**src/rtl/epc_ram.sv**
```systemverilog
// Generic RAM with one write port and two registered read ports.
// Stand-alone; sized by its width and depth parameters.
module epc_ram #(
    parameter int WIDTH = 64,
    parameter int DEPTH = 17,
    localparam int ADDR_W = $clog2(DEPTH)
) (
    input  logic              clk,
    input  logic              we,
    input  logic [ADDR_W-1:0] waddr,
    input  logic [WIDTH-1:0]  wdata,
    input  logic [ADDR_W-1:0] raddr_a,
    output logic [WIDTH-1:0]  rdata_a,
    input  logic [ADDR_W-1:0] raddr_b,
    output logic [WIDTH-1:0]  rdata_b
);

    logic [WIDTH-1:0] mem [DEPTH];

    always_ff @(posedge clk)
    begin
        if (we)
        begin
            mem[waddr] <= wdata;
        end
        rdata_a <= mem[raddr_a];
        rdata_b <= mem[raddr_b];
    end

endmodule

```
**config.mk**
```make
export PLATFORM = sky130hd
export DESIGN_NAME = epc_ram
export DESIGN_NICKNAME = d
export VERILOG_FILES = /design/src/rtl/epc_ram.sv
export SDC_FILE = /design/constraint.sdc
export NUM_CORES = 1
export LEC_CHECK = 0
export ABC_AREA = 0
export BUFFER_PORTS_ARGS = -buffer_cell sky130_fd_sc_hd__buf_2
export CORE_MARGIN = 4
export CORE_UTILIZATION = 31
export DETAILED_ROUTE_END_ITERATION = 10
export MAX_ROUTING_LAYER = met4
export PLACE_DENSITY_LB_ADDON = 0.15
export SLEW_MARGIN = 10
export SYNTH_ARGS = -nofsm -noshare
export SYNTH_HDL_FRONTEND = slang
export SYNTH_SLANG_ARGS = --single-unit
```
**constraint.sdc**
```tcl
create_clock -name clk -period 20.5 [get_ports clk]
set_input_delay 4.1 -clock clk [delete_from_list [all_inputs] [get_ports clk]]
set_output_delay 4.1 -clock clk [all_outputs]
set_load 0.005 [all_outputs]
```
==> results of run 1 <==
[per-layer routing]
metal  vias to the layer above  routed length, um  GRT usage [%]
met2                      1095              88280          34.29
met3                       298               9351          3.437
met5                         -                  0              -
met4                         0               5131          6.153
li1                      11280                  -              -
met1                     15480              65680          23.67
[critical path: cells and delay by family]
| family | cells | cell delay [ps] |
|---|---|---|
| AO/OA/AOI/OAI | 1 | 510 |
| buffers and inverters | 3 | 2190 |
| multiplexers | 2 | 470 |
[logic make-up after synthesis]
kind of cell    count (synthesis)
buf+inv                       202
simple gates                  162
flops                        1216
compound gates                256
mux                           640
[cells in the mapped netlist]
cell type                     n  share of area [%]
sky130_fd_sc_hd__a221oi_1   125                2.1
sky130_fd_sc_hd__a221oi_2     3              0.086
sky130_fd_sc_hd__and4b_1      1              0.019
sky130_fd_sc_hd__buf_1       14               0.10
sky130_fd_sc_hd__buf_12       2              0.077
sky130_fd_sc_hd__buf_2       42               0.40
sky130_fd_sc_hd__buf_4       10               0.14
sky130_fd_sc_hd__buf_6       60                1.3
sky130_fd_sc_hd__buf_8       10               0.29
sky130_fd_sc_hd__clkbuf_1    59               0.43
sky130_fd_sc_hd__clkbuf_4     3              0.043
sky130_fd_sc_hd__dfxtp_1    128                4.9
sky130_fd_sc_hd__edfxtp_1  1088                 63
sky130_fd_sc_hd__inv_1        2              0.014
sky130_fd_sc_hd__mux2i_1    128                2.5
sky130_fd_sc_hd__mux4_2     512                 22
sky130_fd_sc_hd__nand2_1      3              0.022
sky130_fd_sc_hd__nand2b_1     4              0.048
sky130_fd_sc_hd__nand3_1      2              0.019
sky130_fd_sc_hd__nor2_1     142                1.0
sky130_fd_sc_hd__nor2b_1      4              0.048
sky130_fd_sc_hd__nor3_1       4              0.038
sky130_fd_sc_hd__o22ai_1    128                1.5
sky130_fd_sc_hd__or2_2        2              0.024
[power by group]
group          internal, mW  leakage [nW]  switching [mW]
logic                 0.162          5.89           0.226
registers              2.75          10.9          0.0254
clock network          1.45          2.22            1.03
total                  4.36          19.0            1.28
[worst paths after layout]
check / endpoint / cells after the start / slack [ps]
worst max register to register: rdata_b[17] / 3 / 18860
worst max-delay path: rdata_a[10] / 6 / 13670
worst min-delay path: rdata_b[50] / 2 / 570
worst min register to register: rdata_b[50] / 2 / 570
[cells in the final DEF, fill, tap and decap left out]
cell,Yosys,routed
sky130_fd_sc_hd__clkinv_1,0,20
sky130_fd_sc_hd__nand3_1,2,2
sky130_fd_sc_hd__nand2b_1,4,2
sky130_fd_sc_hd__clkinv_4,0,1
sky130_fd_sc_hd__diode_2,0,17
sky130_fd_sc_hd__buf_4,10,64
sky130_fd_sc_hd__clkbuf_16,0,145
sky130_fd_sc_hd__clkbuf_1,59,41
sky130_fd_sc_hd__clkinv_2,0,21
sky130_fd_sc_hd__buf_8,10,4
sky130_fd_sc_hd__mux2i_1,128,128
sky130_fd_sc_hd__nor2_4,0,12
sky130_fd_sc_hd__clkbuf_8,0,9
sky130_fd_sc_hd__buf_12,2,2
sky130_fd_sc_hd__o22ai_1,128,128
sky130_fd_sc_hd__a221oi_1,125,125
sky130_fd_sc_hd__and4b_4,0,1
sky130_fd_sc_hd__dfxtp_1,128,128
sky130_fd_sc_hd__nor3_2,0,4
sky130_fd_sc_hd__edfxtp_1,1088,1088
sky130_fd_sc_hd__nand2b_4,0,2
sky130_fd_sc_hd__nor2b_4,0,2
sky130_fd_sc_hd__nor2_1,142,130
sky130_fd_sc_hd__or2_4,0,2
sky130_fd_sc_hd__mux4_2,512,512
sky130_fd_sc_hd__buf_6,60,2
sky130_fd_sc_hd__nor2b_1,4,2
sky130_fd_sc_hd__inv_6,0,7
sky130_fd_sc_hd__a221oi_2,3,3
sky130_fd_sc_hd__bufinv_16,0,9
sky130_fd_sc_hd__buf_2,42,202
sky130_fd_sc_hd__clkinv_8,0,2
sky130_fd_sc_hd__nand2_1,3,3
sky130_fd_sc_hd__inv_16,0,4
sky130_fd_sc_hd__clkinvlp_4,0,4
[flip-flops by register name (all words and copies together) (netlist names)]
signal,cells
rdata_b,64
rdata_a,64
mem,1088
[area by class of cell]
class	instances	area share (%)
multi-input cells	1058	26.02
clock buffers	195	6.536
repair buffers	274	2.701
well taps	2204	4.614
diodes	17	0.07118
clock inverters	66	1.080
inverters	2	0.02931
flip-flops and latches	1216	58.95
==> results.rst, run 1 <==
.. list-table::
   :header-rows: 1

   * - Metric
     - Value
   * - Status
     - finished, final reports clean
   * - Num CTS Buffers
     - 141
   * - Critical setup path kind
     - input port to register
   * - 1st-pass router iterations
     - 5
   * - Total wire length
     - around 170 mm
   * - Net count after synthesis
     - 2,557
   * - Total number of vias
     - 28,160
   * - H-tree lvl count
     - 4
   * - Post-synthesis area per instance
     - 21.04 um^2
   * - Count of final setup violators
     - 0
   * - Unrepaired setup endpoints after global routing
     - false
   * - Reg area
     - between 0.03 and 0.04 mm^2
   * - Flip-flop and latch count after synthesis
     - about 1,200
   * - Cell row count
     - 150
   * - Final Net Count
     - 2,774
   * - Min Tclk post-route
     - a little under 7000 ps
   * - Die Wd
     - ~420 um
   * - Last weighted congestion value of the routability-driven placer
     - 0.7717
   * - Maximum number of pins on one net before global-route repair
     - 97
   * - Total of max-cap violations
     - 0
   * - Post-synthesis compound-gate area fraction
     - 3.726%
   * - WL per Instance
     - 33.47 um
   * - Startpoint of the worst setup timing path
     - raddr_a[2]
   * - TritonCTS clock tree
     - built
   * - Final Worst Setup Slack
     - 13,670 ps
   * - Final hold vios
     - 0
   * - CTS Hold Bufs
     - 0
   * - Arithmetic-cell share of the synthesized area counting full adders, half adders and majority gates
     - 0%
   * - Total I/O pin count
     - 209
   * - Relative slew slack
     - 28.15%
   * - Largest fanout of any net on the critical path
     - 70
   * - Hold path start
     - mem[16][50]
   * - Clock root buffer
     - sky130_fd_sc_hd__clkbuf_16
   * - Number of global-route vias before repair
     - 30,430
   * - Max Clock Freq
     - 146.3 MHz
   * - Part of the Yosys area used for sequential elements
     - 67.64%
   * - Inst Count DP
     - around 4,800
   * - Endpoint type of the worst setup path
     - register
   * - CTS sink count
     - 1,216
   * - Clock-pin slew reported for the worst setup and hold paths after clock tree synthesis
     - 60 ps
   * - Setup TNS after final layout
     - 0 ps
   * - Leak Pwr
     - ~19 nW
   * - Main combinational cell family by area after synthesis
     - multiplexers
   * - Power density relative to cell area
     - 94.43 mW/mm^2
   * - Transition time of the tightest slew-check pin
     - 1078 ps
   * - Final core occ
     - 35.78%
   * - Global-route wire length before repair
     - between 200 and 250 mm
   * - Combined area of all synthesized cells
     - approximately 0.052 mm^2
   * - Simple logic cell fraction of the synthesized area
     - 1.242%
   * - Final routed DRC violation total
     - 0
   * - Max rail drop VDD
     - 0.00006504 V
   * - Placed cell area
     - 0.05517 mm^2
   * - Skew-Pair Late Insertion Delay
     - 770 ps
   * - Number of distinct library cell variants in the gate-level netlist after synthesis
     - 24
   * - XOR/XNOR share of the synthesized area
     - 0%
   * - Yosys warning total
     - 0
   * - Synth-to-Final Area Change
     - 14.74%
   * - Fillcell total
     - around 15,000
   * - Die height
     - 417.9 um
   * - Port buffer count
     - 208
   * - WP data arrival
     - 7450 ps
   * - Final Cycle Share
     - ~33%
   * - Final instance area
     - 0.05977 mm^2
   * - Kind of launch point of the worst setup path
     - input port
   * - Mapped Cells
     - 2,476
   * - Multiplexer share of the synthesized area
     - 24.60%
   * - Layout cell share with drive strength beyond 1
     - 36.07%
   * - Number of nets still failing antenna checks after routing
     - 0
   * - Number of buffers inserted by post-CTS setup repair
     - 0
   * - Iter 0 DRT Violations
     - around 2,600
   * - Origin of the critical flop-to-flop path
     - mem[1][17]
   * - Cell repeated most along the worst path
     - sky130_fd_sc_hd__buf_4
   * - GRT Residual Overflow
     - 0
   * - Minimum hold slack
     - roughly 570 ps
   * - Max incr delay on CP
     - around 840 ps
   * - Worst Clk Skew
     - 19.74 ps
   * - Number of gates resized after cts
     - 0
   * - Path class of the lowest-slack min-delay path
     - register to register
   * - Setup Slack @ Placement
     - 12,750 ps
   * - Starting density of the core
     - 31.18%
   * - Count of pins over their slew limit
     - 0
   * - Half-perimeter wire length of the detailed placement result
     - 88.62 mm
   * - Post-detailed-route via-to-cell ratio
     - 5.596
   * - CP cell instances
     - buf_8, buf_4, buf_4, mux4_2, mux2i_1, a221oi_1
   * - Die area
     - 0.1746 mm^2
   * - Maximum buffer depth of the clock tree
     - 3
   * - Core area
     - 0.1670 mm^2
   * - Number of standard cells in the final layout excluding fillers
     - 5,032
   * - Multi-input logic area
     - 0.01555 mm^2
   * - Power Total
     - approximately 5.6 mW
   * - Total GRT Usage
     - 19.81%
   * - Initial antenna violation count
     - 31
   * - Critical-path cell with the highest stage delay
     - sky130_fd_sc_hd__buf_4
   * - Data required time at the worst endpoint
     - between 20,000 and 25,000 ps
Note: power is estimated with default switching activity, not from simulation.
==> run 2: changes to the inputs <==
clock period = 6.9 ns   (was 20.5 ns; I/O delays follow)
==> run 2 against run 1 <==
Effect of this change: clock skew is 3.2 ps lower; sequential power grew to 3.0 times the previous value; critical path type unchanged; hold slack hardly changed; largest power group unchanged.
==> results.rst, run 2 (synthesis results as in run 1) <==
.. list-table::
   :header-rows: 1

   * - Metric
     - Value
   * - Total I/O pin count
     - 209
   * - Setup TNS after final layout
     - 0 ps
   * - Clock-pin slew reported for the worst setup and hold paths after clock tree synthesis
     - 60 ps
   * - Leading cell type in the layout, fill and taps excluded
     - sky130_fd_sc_hd__edfxtp_1
   * - Power Total
     - 16.78 mW
   * - Final Cycle Share
     - 47.39%
   * - Last weighted congestion value of the routability-driven placer
     - approximately 0.76
   * - Skew-Pair Late Insertion Delay
     - 760 ps
   * - Placed cell area
     - 0.05540 mm^2
   * - Kind of launch point of the worst setup path
     - input port
   * - Transition time of the tightest slew-check pin
     - 1084 ps
   * - 1st-pass router iterations
     - 5
   * - Destination of the critical timing path
     - rdata_b[7]
   * - TritonCTS clock tree
     - built
   * - Max Clock Freq
     - about 310 MHz
   * - Top library cells by usage in the layout, fill and taps aside
     - sky130_fd_sc_hd__edfxtp_1, sky130_fd_sc_hd__mux4_2, sky130_fd_sc_hd__buf_2, sky130_fd_sc_hd__clkbuf_16, sky130_fd_sc_hd__nor2_1
   * - Endpoint type of the worst setup path
     - register
   * - Iter 0 DRT Violations
     - between 2,000 and 3,000
   * - Max rail drop VDD
     - between 0.0002 and 0.00025 V
   * - Total GRT Usage
     - 19.28%
   * - Global-route wire length before repair
     - 230.6 mm
   * - Num CTS Buffers
     - 141
   * - Die area
     - 0.1746 mm^2
   * - Multi-input logic area
     - 0.01555 mm^2
   * - Port buffer count
     - 208
   * - Min Tclk post-route
     - about 3300 ps
   * - Worst Clk Skew
     - 16.54 ps
   * - WP data arrival
     - a little under 4000 ps
   * - Core area
     - 0.1670 mm^2
   * - Starting density of the core
     - 31.18%
   * - Power density relative to cell area
     - between 200 and 300 mW/mm^2
   * - CTS sink count
     - ~1,200
   * - FF-to-FF path depth
     - 3
   * - Maximum buffer depth of the clock tree
     - 3
   * - Post-detailed-route via-to-cell ratio
     - roughly 5.5
   * - Reg area
     - 0.03523 mm^2
   * - Status
     - finished, final reports clean
   * - Number of nets still failing antenna checks after routing
     - 0
   * - Worst reg2reg setup slack
     - about 5300 ps
   * - Final Net Count
     - 2,771
   * - Die Wd
     - 417.9 um
   * - Critical setup path kind
     - input port to register
   * - GRT Residual Overflow
     - 0
   * - Synth-to-Final Area Change
     - 15.27%
   * - Largest register FFs
     - 1,088
   * - Die height
     - 417.9 um
   * - Number of global-route vias before repair
     - 29,990
   * - Path class of the lowest-slack min-delay path
     - register to register
   * - Layout cell share with drive strength beyond 1
     - 36.21%
   * - Total wire length
     - ~160 mm
   * - Total number of vias
     - approximately 28,000
   * - Number of standard cells in the final layout excluding fillers
     - ~5,000
   * - Largest Register
     - mem
   * - Number of buffers inserted by post-CTS setup repair
     - 0
   * - Final core occ
     - 35.95%
   * - Startpoint of the worst setup timing path
     - raddr_b[3]
   * - Count of final setup violators
     - 0
   * - WL per Instance
     - 32.68 um
   * - Total of max-cap violations
     - 0
   * - CTS Hold Bufs
     - 0
   * - Inst Count DP
     - 4,751
   * - Largest fanout of any net on the critical path
     - 30
   * - Maximum number of pins on one net before global-route repair
     - 89
   * - Final hold vios
     - 0
   * - Clock root buffer
     - sky130_fd_sc_hd__clkbuf_16
   * - Data required time at the worst endpoint
     - 7480 ps
   * - Unrepaired setup endpoints after global routing
     - false
   * - Leak Pwr
     - around 19 nW
   * - Number of gates resized after cts
     - 0
   * - Cell row count
     - 150
   * - Half-perimeter wire length of the detailed placement result
     - slightly below 90 mm
   * - H-tree lvl count
     - 4
   * - Count of pins over their slew limit
     - 0
   * - Initial antenna violation count
     - 28
   * - Relative slew slack
     - between 20% and 30%
   * - Final routed DRC violation total
     - 0
   * - Fillcell total
     - between 15,000 and 20,000
   * - Origin of the critical flop-to-flop path
     - mem[9][33]
   * - Registers with the most flip-flops
     - mem: 1088 flops, rdata_a: 64 flops, rdata_b: 64 flops
   * - Reg-to-reg critical path endpoint
     - rdata_a[33]
   * - Final instance area
     - ~0.06 mm^2
==> run 2: cell count changes in the layout (fill, tap and decap cells not counted), moves of 7 or more <==
cell	before	now
sky130_fd_sc_hd__buf_12	2	22
sky130_fd_sc_hd__clkbuf_8	9	16
sky130_fd_sc_hd__buf_4	64	41
sky130_fd_sc_hd__clkinv_1	20	12
==> run 2: worst min-delay path by stage <==
| stage | endpoint | cells after the start | startpoint | slack (ps) |
|---|---|---|---|---|
| 2_1_floorplan | rdata_a[63] | 2 | mem[16][63] | 550 |
| 3_3_place_gp | rdata_b[47] | 2 | mem[16][47] | 570 |
| 3_5_place_dp | rdata_b[32] | 2 | mem[16][32] | 560 |
| 4_1_cts | rdata_b[32] | 2 | mem[16][32] | 570 |
| 5_1_grt | rdata_b[32] | 2 | mem[16][32] | 590 |
| 6_report | rdata_b[32] | 2 | mem[16][32] | 570 |
==> run 2: layout make-up <==
cell class,count,share of cell area [%]
multi-input combinational,1058,25.90
sequential,1216,58.68
inverter,2,0.02917
timing repair buffer,271,3.067
clock inverter,52,0.8065
clock buffer,207,6.839
tap,2204,4.593
antenna,21,0.08752
==> run 2: routing by layer <==
metal,GRT usage [%],up-vias,wire [um]
met3,3.603,350,9863
met4,8.730,0,7593
met1,22.15,14970,62040
met2,32.90,1235,84890
met5,-,-,0
li1,-,11280,-
==> run 2: metrics by stage <==
step,worst slack [ps],hold slack [ps]
global route,3643,590.7
global placement,2848,568.0
floorplan,307.5,547.0
CTS,3652,566.5
finish,3630,572.6
detailed placement,2825,558.6
==> run 2: worst max-delay path, cell delays in order <==
cell,delay [ps]
sky130_fd_sc_hd__buf_6,350
sky130_fd_sc_hd__or2_4,630
sky130_fd_sc_hd__buf_4,480
sky130_fd_sc_hd__buf_4,350
sky130_fd_sc_hd__o22ai_1,110
sky130_fd_sc_hd__a221oi_1,490
==> run 2: report_power, final <==
group	total [mW]	switching, mW	internal [mW]
Combinational	1.15	0.658	0.489
Sequential	8.25	0.0870	8.16
Clock	7.39	2.99	4.39
